**src/sv/htsc_pkg.sv**
```systemverilog
`timescale 1ns / 1ps

package htsc_pkg;

  localparam int SampleBits = 12;
  localparam int LevelBits  = 8;
  localparam int PosBits    = $clog2(LevelBits);
  localparam int KdBits     = LevelBits + SampleBits;
  localparam int ProdBits   = 2 * LevelBits + SampleBits;
  localparam int FullScale  = (1 << LevelBits) - 1;
  localparam int DeadDiv    = 40;
  localparam int DeadBits   = SampleBits + $clog2(DeadDiv);
  localparam int NumCells   = LevelBits;

  localparam logic [SampleBits-1:0] MaxReset = SampleBits'((1 << SampleBits) - 1);

  localparam logic [2:0] RegLeftMin  = 3'd0;
  localparam logic [2:0] RegLeftMax  = 3'd1;
  localparam logic [2:0] RegRightMin = 3'd2;
  localparam logic [2:0] RegRightMax = 3'd3;
  localparam logic [2:0] RegCal      = 3'd4;

  typedef struct packed {
    logic [SampleBits-1:0] left_min;
    logic [SampleBits-1:0] left_max;
    logic [SampleBits-1:0] right_min;
    logic [SampleBits-1:0] right_max;
    logic                  calibrated;
  } htsc_cfg_t;

  typedef struct packed {
    logic                  fixed;
    logic [LevelBits-1:0]  k;
    logic [KdBits-1:0]     kd;
    logic [ProdBits-1:0]   k2d;
    logic [SampleBits-1:0] den;
    logic [ProdBits-1:0]   target;
  } htsc_cell_t;

endpackage

```
**src/sv/htsc_regs.sv**
```systemverilog
`timescale 1ns / 1ps

module htsc_regs (
  input  logic                clk_i,
  input  logic                rst_ni,
  input  logic                psel,
  input  logic                penable,
  input  logic                pwrite,
  input  logic [4:0]          paddr,
  input  logic [31:0]         pwdata,
  output logic [31:0]         prdata,
  output logic                pready,
  output htsc_pkg::htsc_cfg_t cfg_o
);
  import htsc_pkg::*;

  htsc_cfg_t  cfg_q;
  logic       wr_en;
  logic [2:0] idx;

  assign pready = 1'b1;
  assign wr_en  = psel & penable & pwrite;
  assign idx    = paddr[4:2];
  assign cfg_o  = cfg_q;

  always_ff @(posedge clk_i or negedge rst_ni) begin
    if (!rst_ni) begin
      cfg_q.left_min   <= '0;
      cfg_q.left_max   <= MaxReset;
      cfg_q.right_min  <= '0;
      cfg_q.right_max  <= MaxReset;
      cfg_q.calibrated <= 1'b0;
    end else if (wr_en) begin
      unique case (idx)
        RegLeftMin:  cfg_q.left_min   <= pwdata[SampleBits-1:0];
        RegLeftMax:  cfg_q.left_max   <= pwdata[SampleBits-1:0];
        RegRightMin: cfg_q.right_min  <= pwdata[SampleBits-1:0];
        RegRightMax: cfg_q.right_max  <= pwdata[SampleBits-1:0];
        RegCal:      cfg_q.calibrated <= pwdata[0];
        default: ;
      endcase
    end
  end

  always_comb begin
    prdata = '0;
    unique case (idx)
      RegLeftMin:  prdata = 32'(cfg_q.left_min);
      RegLeftMax:  prdata = 32'(cfg_q.left_max);
      RegRightMin: prdata = 32'(cfg_q.right_min);
      RegRightMax: prdata = 32'(cfg_q.right_max);
      RegCal:      prdata = 32'(cfg_q.calibrated);
      default:     prdata = '0;
    endcase
  end

endmodule

```
**src/sv/htsc_front.sv**
```systemverilog
`timescale 1ns / 1ps

module htsc_front (
  input  logic                          clk_i,
  input  logic                          rst_ni,
  input  logic                          en_i,
  input  logic                          valid_i,
  input  logic [htsc_pkg::SampleBits-1:0] sample_i,
  input  logic                          side_i,
  input  htsc_pkg::htsc_cfg_t           cfg_i,
  output logic                          valid_o,
  output htsc_pkg::htsc_cell_t          d_o
);
  import htsc_pkg::*;

  logic                  a_valid_q;
  logic                  a_cal_q, a_below_q, a_above_q;
  logic [SampleBits-1:0] a_num_q, a_den_q;
  logic [LevelBits-1:0]  a_uncal_q;
  logic [SampleBits-1:0] lo, hi;

  logic                  b_valid_q;
  htsc_cell_t            b_q, b_d;
  logic [DeadBits-1:0]   dead_num;
  logic                  dead;

  always_comb begin
    lo = side_i ? cfg_i.right_min : cfg_i.left_min;
    hi = side_i ? cfg_i.right_max : cfg_i.left_max;
  end

  always_ff @(posedge clk_i or negedge rst_ni) begin
    if (!rst_ni) begin
      a_valid_q <= 1'b0;
      b_valid_q <= 1'b0;
    end else if (en_i) begin
      a_valid_q <= valid_i;
      b_valid_q <= a_valid_q;
    end
  end

  always_ff @(posedge clk_i) begin
    if (en_i) begin
      a_cal_q   <= cfg_i.calibrated;
      a_below_q <= sample_i < lo;
      a_above_q <= sample_i >= hi;
      a_num_q   <= sample_i - lo;
      a_den_q   <= hi - lo;
      a_uncal_q <= sample_i[SampleBits-1 -: LevelBits];
      b_q       <= b_d;
    end
  end

  always_comb begin
    dead_num = DeadBits'(a_num_q) * DeadBits'(DeadDiv);
    dead     = dead_num < DeadBits'(a_den_q);
    b_d.fixed  = !a_cal_q || a_below_q || a_above_q || dead;
    b_d.kd     = '0;
    b_d.k2d    = '0;
    b_d.den    = a_den_q;
    b_d.target = ProdBits'(a_num_q) * ProdBits'(FullScale * FullScale);
    if (!a_cal_q) begin
      b_d.k = a_uncal_q;
    end else if (a_below_q) begin
      b_d.k = '0;
    end else if (a_above_q) begin
      b_d.k = LevelBits'(FullScale);
    end else begin
      b_d.k = '0;
    end
  end

  assign valid_o = b_valid_q;
  assign d_o     = b_q;

endmodule

```
**src/sv/htsc_cell.sv**
```systemverilog
`timescale 1ns / 1ps

module htsc_cell (
  input  logic                        clk_i,
  input  logic                        rst_ni,
  input  logic                        en_i,
  input  logic [htsc_pkg::PosBits-1:0] pos_i,
  input  logic                        valid_i,
  input  htsc_pkg::htsc_cell_t        d_i,
  output logic                        valid_o,
  output htsc_pkg::htsc_cell_t        d_o
);
  import htsc_pkg::*;

  logic                valid_q;
  htsc_cell_t          d_q, nxt;
  logic [ProdBits-1:0] cand;
  logic [PosBits:0]    sh_kd, sh_den;
  logic                take;

  always_comb begin
    sh_kd  = (PosBits+1)'(pos_i) + (PosBits+1)'(1);
    sh_den = {pos_i, 1'b0};
    cand   = d_i.k2d + (ProdBits'(d_i.kd) << sh_kd) + (ProdBits'(d_i.den) << sh_den);
    take   = !d_i.fixed && (cand <= d_i.target);
    nxt    = d_i;
    if (take) begin
      nxt.k   = d_i.k | (LevelBits'(1) << pos_i);
      nxt.k2d = cand;
      nxt.kd  = d_i.kd + (KdBits'(d_i.den) << pos_i);
    end
  end

  always_ff @(posedge clk_i or negedge rst_ni) begin
    if (!rst_ni) begin
      valid_q <= 1'b0;
    end else if (en_i) begin
      valid_q <= valid_i;
    end
  end

  always_ff @(posedge clk_i) begin
    if (en_i) begin
      d_q <= nxt;
    end
  end

  assign valid_o = valid_q;
  assign d_o     = d_q;

endmodule

```
**src/sv/hall_trigger_sqrt_curve.sv**
```systemverilog
`timescale 1ns / 1ps
// Datapath: two front stages, eight root cells deciding one level bit each, and one output
// register lie between accepting a sample word and offering its level word; the first front
// stage loads at the edge that accepts the sample word.
// Throughput: one word per cycle while the skid register (one backpressured result) is empty.
// Reset: asynchronous, active low; clears all valid flags and loads the register reset values.

module hall_trigger_sqrt_curve (
  input  logic        clk_i,
  input  logic        rst_ni,
  input  logic        s_axis_tvalid,
  output logic        s_axis_tready,
  input  logic [15:0] s_axis_tdata,  // [11:0] sample, [15:12] zero
  input  logic        s_axis_tuser,  // [0] side
  output logic        m_axis_tvalid,
  input  logic        m_axis_tready,
  output logic [7:0]  m_axis_tdata,  // [7:0] level
  input  logic        psel,
  input  logic        penable,
  input  logic        pwrite,
  input  logic [4:0]  paddr,
  input  logic [31:0] pwdata,
  output logic [31:0] prdata,
  output logic        pready
);
  import htsc_pkg::*;

  htsc_cfg_t            cfg;
  logic                 en;
  logic                 chain_v [NumCells+1];
  htsc_cell_t           chain_d [NumCells+1];

  logic                 out_v_q, skid_v_q;
  logic [LevelBits-1:0] out_q, skid_q;
  logic                 last_v;
  logic [LevelBits-1:0] last_k;

  htsc_regs u_regs (
    .clk_i   (clk_i),
    .rst_ni  (rst_ni),
    .psel    (psel),
    .penable (penable),
    .pwrite  (pwrite),
    .paddr   (paddr),
    .pwdata  (pwdata),
    .prdata  (prdata),
    .pready  (pready),
    .cfg_o   (cfg)
  );

  assign en            = !skid_v_q;
  assign s_axis_tready = en;

  htsc_front u_front (
    .clk_i    (clk_i),
    .rst_ni   (rst_ni),
    .en_i     (en),
    .valid_i  (s_axis_tvalid),
    .sample_i (s_axis_tdata[SampleBits-1:0]),
    .side_i   (s_axis_tuser),
    .cfg_i    (cfg),
    .valid_o  (chain_v[0]),
    .d_o      (chain_d[0])
  );

  for (genvar i = 0; i < NumCells; i++) begin : g_cell
    htsc_cell u_cell (
      .clk_i   (clk_i),
      .rst_ni  (rst_ni),
      .en_i    (en),
      .pos_i   (PosBits'(LevelBits - 1 - i)),
      .valid_i (chain_v[i]),
      .d_i     (chain_d[i]),
      .valid_o (chain_v[i+1]),
      .d_o     (chain_d[i+1])
    );
  end

  assign last_v = chain_v[NumCells];
  assign last_k = chain_d[NumCells].k;

  always_ff @(posedge clk_i or negedge rst_ni) begin
    if (!rst_ni) begin
      out_v_q  <= 1'b0;
      skid_v_q <= 1'b0;
    end else if (skid_v_q) begin
      if (m_axis_tready) begin
        out_v_q  <= 1'b1;
        skid_v_q <= 1'b0;
      end
    end else if (out_v_q && !m_axis_tready) begin
      skid_v_q <= last_v;
    end else begin
      out_v_q <= last_v;
    end
  end

  always_ff @(posedge clk_i) begin
    if (skid_v_q) begin
      if (m_axis_tready) begin
        out_q <= skid_q;
      end
    end else if (out_v_q && !m_axis_tready) begin
      skid_q <= last_k;
    end else begin
      out_q <= last_k;
    end
  end

  assign m_axis_tvalid = out_v_q;
  assign m_axis_tdata  = out_q;

endmodule
```
**config.mk**
```make
export PLATFORM = sky130hd
export DESIGN_NAME = hall_trigger_sqrt_curve
export DESIGN_NICKNAME = d
export VERILOG_FILES = /design/src/sv/htsc_pkg.sv /design/src/sv/htsc_regs.sv /design/src/sv/htsc_front.sv /design/src/sv/htsc_cell.sv /design/src/sv/hall_trigger_sqrt_curve.sv
export SDC_FILE = /design/constraint.sdc
export NUM_CORES = 2
export LEC_CHECK = 0
export ABC_AREA = 0
export BUFFER_PORTS_ARGS = -buffer_cell sky130_fd_sc_hd__buf_4
export CAP_MARGIN = 20
export CORE_MARGIN = 2
export CORE_UTILIZATION = 45
export DETAILED_ROUTE_END_ITERATION = 10
export PLACE_DENSITY = 0.63
export SLEW_MARGIN = 20
export SYNTH_ARGS = -nofsm -noshare
export SYNTH_HDL_FRONTEND = slang
export SYNTH_SLANG_ARGS = --single-unit
```
**constraint.sdc**
```tcl
create_clock -name clk_i -period 19.65 [get_ports clk_i]
set_input_delay 1.965 -clock clk_i [delete_from_list [all_inputs] [get_ports clk_i]]
set_output_delay 1.965 -clock clk_i [all_outputs]
set_load 0.01 [all_outputs]
```
* Word level (Yosys, flattened, before mapping) *
Index checks and enable logic that the tools add are counted.

word-level totals
  register bits = 812
  latch bits = 0
  memory bits (writable) = 0
  ROM bits = 0
  bits of input ports = 61
  word-level logic and storage cells = 177
  memories kept = 0

cells by class
  add/subtract/negate cells = 22
  multiply operators = 2
  divide/modulo/power cells = 0
  magnitude comparators = 11
  equal/unequal tests = 6
  shift-type cells = 0
  muxes and demuxes = 21
  bitwise operators = 3
  reductions and logical operators = 31

operator list
  cell                                                  count
  2-to-1 mux 48 bit                                     5
  less-or-equal comparator 28 bit                       7
  case mux 12 bit (5 select lines)                      1
  adder 28 x 22 -> 28 bit                               2
  adder 28 x 24 -> 28 bit                               2
  2-to-1 mux 8 bit                                      6
  2-to-1 mux 47 bit                                     1
  adder 28 x 12 -> 28 bit                               1
  adder 28 x 14 -> 28 bit                               1
  adder 28 x 16 -> 28 bit                               1
  adder 28 x 18 -> 28 bit                               1
  adder 28 x 20 -> 28 bit                               1
  adder 28 x 21 -> 28 bit                               1
  adder 28 x 23 -> 28 bit                               1
  adder 28 x 25 -> 28 bit                               1
  adder 28 x 26 -> 28 bit                               1
  less-or-equal comparator 26 x 28 -> 1 bit             1
  multiplier 12 x 16 -> 28 bit (second input constant)  1
  adder 26 x 26 -> 27 bit                               1
  2-to-1 mux 12 bit                                     2
  subtractor 12 bit                                     2
  adder 19 x 18 -> 20 bit                               1
  adder 20 x 13 -> 20 bit                               1
  adder 20 x 14 -> 20 bit                               1
  19 further kinds                                      53

* Longest topological paths before layout *
  word-level depth = 5
  gate-level depth with buffers = 25

* Modules after synthesis *
Synthesis repeated with hierarchy kept, for this count alone.

second synthesis, totals
  cell total of the unflattened synthesis = 8663
  area, all modules = 82698.1 µm²

modules (own cells, without submodules)
  module                             times used  cells each  area an instance (µm²)
  htsc_cell at g_cell[6].u_cell ...  2           923         8877.3
  htsc_cell at g_cell[5].u_cell      1           1022        9211.3
  htsc_cell at g_cell[0].u_cell      1           1012        9183.8
  htsc_cell at g_cell[4].u_cell      1           961         9003.6
  htsc_cell at g_cell[2].u_cell      1           988         8984.9
  htsc_cell at g_cell[1].u_cell      1           974         8899.8
  htsc_cell at g_cell[3].u_cell      1           935         8755.9
  htsc_front                         1           721         7729.9
  htsc_regs                          1           167         2472.4
  hall_trigger_sqrt_curve            1           37          701.9

* Worst setup path before layout *
OpenSTA, ideal clock, no wires.

  path kind = register -> output
  start = register skid_v_q
  end = output port s_axis_tready
  arrival time = 13494 ps
  data required time = 17685 ps
  slack = 4191 ps
  stages on the path, launching flop included = 3
  cells stage by stage = dfrtp_1 > clkbuf_1 > inv_1

between the ends
  word-level cells in the longest chain between the ends = 1

ends and longest elaborated chain
  item                    line                           source
  from (decl)             hall_trigger_sqrt_curve.sv:33  logic out_v_q, skid_v_q;
  from (signal assigned)  hall_trigger_sqrt_curve.sv:92  skid_v_q <= last_v;
  logical NOT 1 bit       hall_trigger_sqrt_curve.sv:51  assign en = !skid_v_q;
  to (decl)               hall_trigger_sqrt_curve.sv:12  output logic s_axis_tready,

No other way between the ends.

==> impl_results.md <==
- Final period utilization: between 30% and 40%
- Transition time at the pin with the least slew margin: 0.9808 ns
- Maximum clock rate: roughly 140 MHz
- Layout cell share with drive strength beyond 1: between 10% and 20%
- CTS HTree Levels: 3
- Fraction of post-synthesis cell area in the top cell type by area: 45.71%
- Worst-case clock skew: 0.03208 ns
- Commonest cells in the synthesized netlist: edfxtp_1, ha_1, inv_1
- Post-route ant nets: 0
- Proportion of synthesized flip-flops having asynchronous set or reset: 8.210%
- Most repeated cell in the gate-level netlist after synthesis: edfxtp_1
- Launching element type of the critical path: flop
- Req. time, crit path: 20.02 ns
- Routability Congestion: 0.9007
- Num CTS Buffers: 79
- Area of the die: 102100 µm²
- Drt first-iter violations: roughly 1.3k
- Synth top area cells: edfxtp_1, ha_1, fa_1, mux2_2, inv_1
- Sequential element share of the synthesized area: 49.18%
- Worst R2R Setup Slack: 12.61 ns
- Busiest layer in global routing: met2
- Beginning of the worst hold path: g_cell[4].u_cell.d_o[93]
- Number of buffers added on ports: 56
- Final Routed Wirelength: 87.32 mm
- Global routing met3 resource utilization: 2.305%
- Yosys cell types: 84
- Max-slew violations: 0
- Starting utilization of the core area: around 45%
- Reg2Reg Launch Point: g_cell[1].u_cell.d_o[30]
- Clock buffer depth: 3
- Via count of the first global-routing pass: 27.02k
- Count of hold buffers inserted by post-cts repair: 0
- Most used DFF post-synth: edfxtp_1
- Worst Reg2Reg Path Length in Cells: 20
- DRC violations left: 0
- Number of post-CTS setup repair buffers: 0
- DP HPWL: roughly 68 mm
- GR Util All Layers: 17.34%
- Average routed wire per standard cell: between 15 and 20 µm
- Largest net degree at the start of global routing: about 140
- Number of cells produced by synthesis: 3617
- Unrepaired setup endpoints after global routing: false
- M2 GR Usage: around a third
- Library cell used as clock root buffer: clkbuf_16
- Total inserted antenna cells: 0
- Biggest area consumer among synthesized cells: edfxtp_1
- Site Rows: 115
- Average instance area after synthesis: 12.39 µm²
- Max transition margin: about a third
- Critical path type: reg -> reg
- Final number of setup-violating endpoints: 0
- TritonCTS sink count: 743
- Number of warnings printed during yosys synthesis: 0
- Highest fanout seen on the critical path: 33
- I/O Pins: 104
- Worst hold path type: reg -> reg
- TritonCTS clock tree: yes
- First-pass GRT wire length: 141.1 mm
- Horizontal extent of the die: about 320 µm
- Number of antenna violations at the first check in global routing: 0
- Total core area: 98560 µm²
- Total number of vias: 26.62k
- Shortest clock period the worst path allows after layout: 7.043 ns
- Resized Gates After CTS: 0
- Capture instance of the worst register-to-register path: g_cell[2].u_cell.d_o[58]
- Number of synthesized flops with an enable pin: 682
- Y dimension of the die: 319.5 µm
- Run status: finished, final reports clean
- Total standard cell area after synthesis: 44800 µm²
- Endpoint of the worst hold path: g_cell[5].u_cell.d_o[93]
- Layout net count: around 4.4k
- Drt via density: ~5.3
- Remaining global-route overflow: 0
- Clk_lat worst skew: 0.64 ns
- 1st-pass router iterations: 5
- Count of state elements after synthesis: 743
- Register clock-pin slew on the reported worst setup and hold paths: 0.06 ns
- Number of max-cap violations: 0
- Setup TNS: 0 ns
- Met1 Usage GRT: 21.39%
- Number of hold violations in the final report: 0
- Number of cells on the worst hold path: 0
- Relative area change from synthesis to final layout: 9.889%
- Kind of end point of the critical path: flop
- Arrival time at the worst endpoint: between 7 and 8 ns
==> routing by layer <==
metal | wire, µm | vias up | part of all wire (%)
met5 | 0 | - | 0
met4 | 2503 | 0 | 2.9
met3 | 2004 | 135 | 2.3
met2 | 44530 | 270 | 51
met1 | 38280 | 12840 | 44
li1 | - | 13380 | -
==> sequential cells by signal, summed over array words and instances (netlist names) <==
| signal | flops |
|---|---|
| g_cell.u_cell.d_o | 582 |
| u_front.d_o | 49 |
| u_regs.cfg_o | 49 |
| u_front.a_den_q | 12 |
| u_front.a_num_q | 12 |
| g_cell.u_cell.valid_o | 8 |
| m_axis_tdata | 8 |
| skid_q | 8 |
| u_front.a_uncal_q | 8 |
| m_axis_tvalid | 1 |
| skid_v_q | 1 |
| u_front.a_above_q | 1 |
| u_front.a_below_q | 1 |
| u_front.a_cal_q | 1 |
| u_front.a_valid_q | 1 |
| u_front.valid_o | 1 |
==> layout make-up <==
type | count | area, µm²
clock inverters | 28 | 301.5
fillers | 8559 | 49330
inverters | 378 | 1426
repair buffers | 71 | 565.5
clock buffers | 110 | 2208
flip-flops and latches | 743 | 22040
well taps | 1287 | 1610
multi-input cells | 2447 | 21090
==> critical path, cell delays in order, from the launching register on <==
cell and delay [ns]:
edfxtp_1 0.44, inv_1 0.11, ha_1 0.20, or2_2 0.29, ha_1 0.21, fa_1 0.42
a21o_1 0.19, a21oi_1 0.22, o21ai_0 0.19, o41ai_2 0.60, nor4b_1 0.13, or3_1 0.41
xor2_1 0.16, ha_1 0.30, nand4_1 0.17, or2_2 0.35, nor2_1 0.54, nand4_1 0.44
o21a_1 0.28, nor2_4 0.70, mux2_2 0.43
==> worst max path at each step <==
stage,endpoint,startpoint,slack (ns)
floorplan,s_axis_tready,skid_v_q,4.19
CTS,g_cell[2].u_cell.d_o[87],g_cell[1].u_cell.d_o[30],12.58
global placement,g_cell[2].u_cell.d_o[87],g_cell[1].u_cell.d_o[30],12.60
finish,g_cell[2].u_cell.d_o[58],g_cell[1].u_cell.d_o[30],12.61
detailed placement,g_cell[2].u_cell.d_o[85],g_cell[1].u_cell.d_o[30],12.57
global route,g_cell[2].u_cell.d_o[87],g_cell[1].u_cell.d_o[30],12.29
==> stage by stage <==
stage | instance area, µm² | setup WS [ns] | cells | utilization [%] | hold slack (ns)
after floorplan | 44870 | 4.191 | 3636 | - | 0.4003
after detailed placement | 46700 | 12.57 | 4925 | 47.38 | 0.4045
after global placement | 46700 | 12.60 | 4925 | 47.38 | 0.4004
after CTS | 49210 | 12.58 | 5063 | 49.92 | 0.4154
after global routing | 49230 | 12.29 | 5064 | 49.95 | 0.4223
final | 49230 | 12.61 | 5064 | 49.95 | 0.4147
==> layout by cell type (no fill, tap or decap), drive strengths merged, types with 19 or more instances in the layout <==
cell and n:
xor2 86, nor3 79, o21bai 19, xnor2 150, fa 106, nand4 44
and2 26, a21o 113, nand3 45, nor2b 56, dfstp 24, a211oi 21
ha 516, or3 20, a21oi 181, mux2 179, buf 71, nor2 160
clkbuf 110, clkinv 19, dfrtp 37, edfxtp 682, mux2i 31, or2 22
inv 380, conb 21, o21ai 140, nand2 159, nand2b 28, o21a 28
==> cells by family after synthesis <==
group	Yosys count	synth area share, %
AO/OA/AOI/OAI	640	9.294
XOR/XNOR	236	4.613
adder cells (fa/ha/maj)	622	19.15
buffers and inverters	446	3.999
flip-flops	743	49.18
multiplexers	221	5.745
other	2	0.01676
AND/OR/NAND/NOR	707	8.001
Power is not shown: default switching activity piles up to over one toggle a cycle in this logic, so the estimate is an artifact.
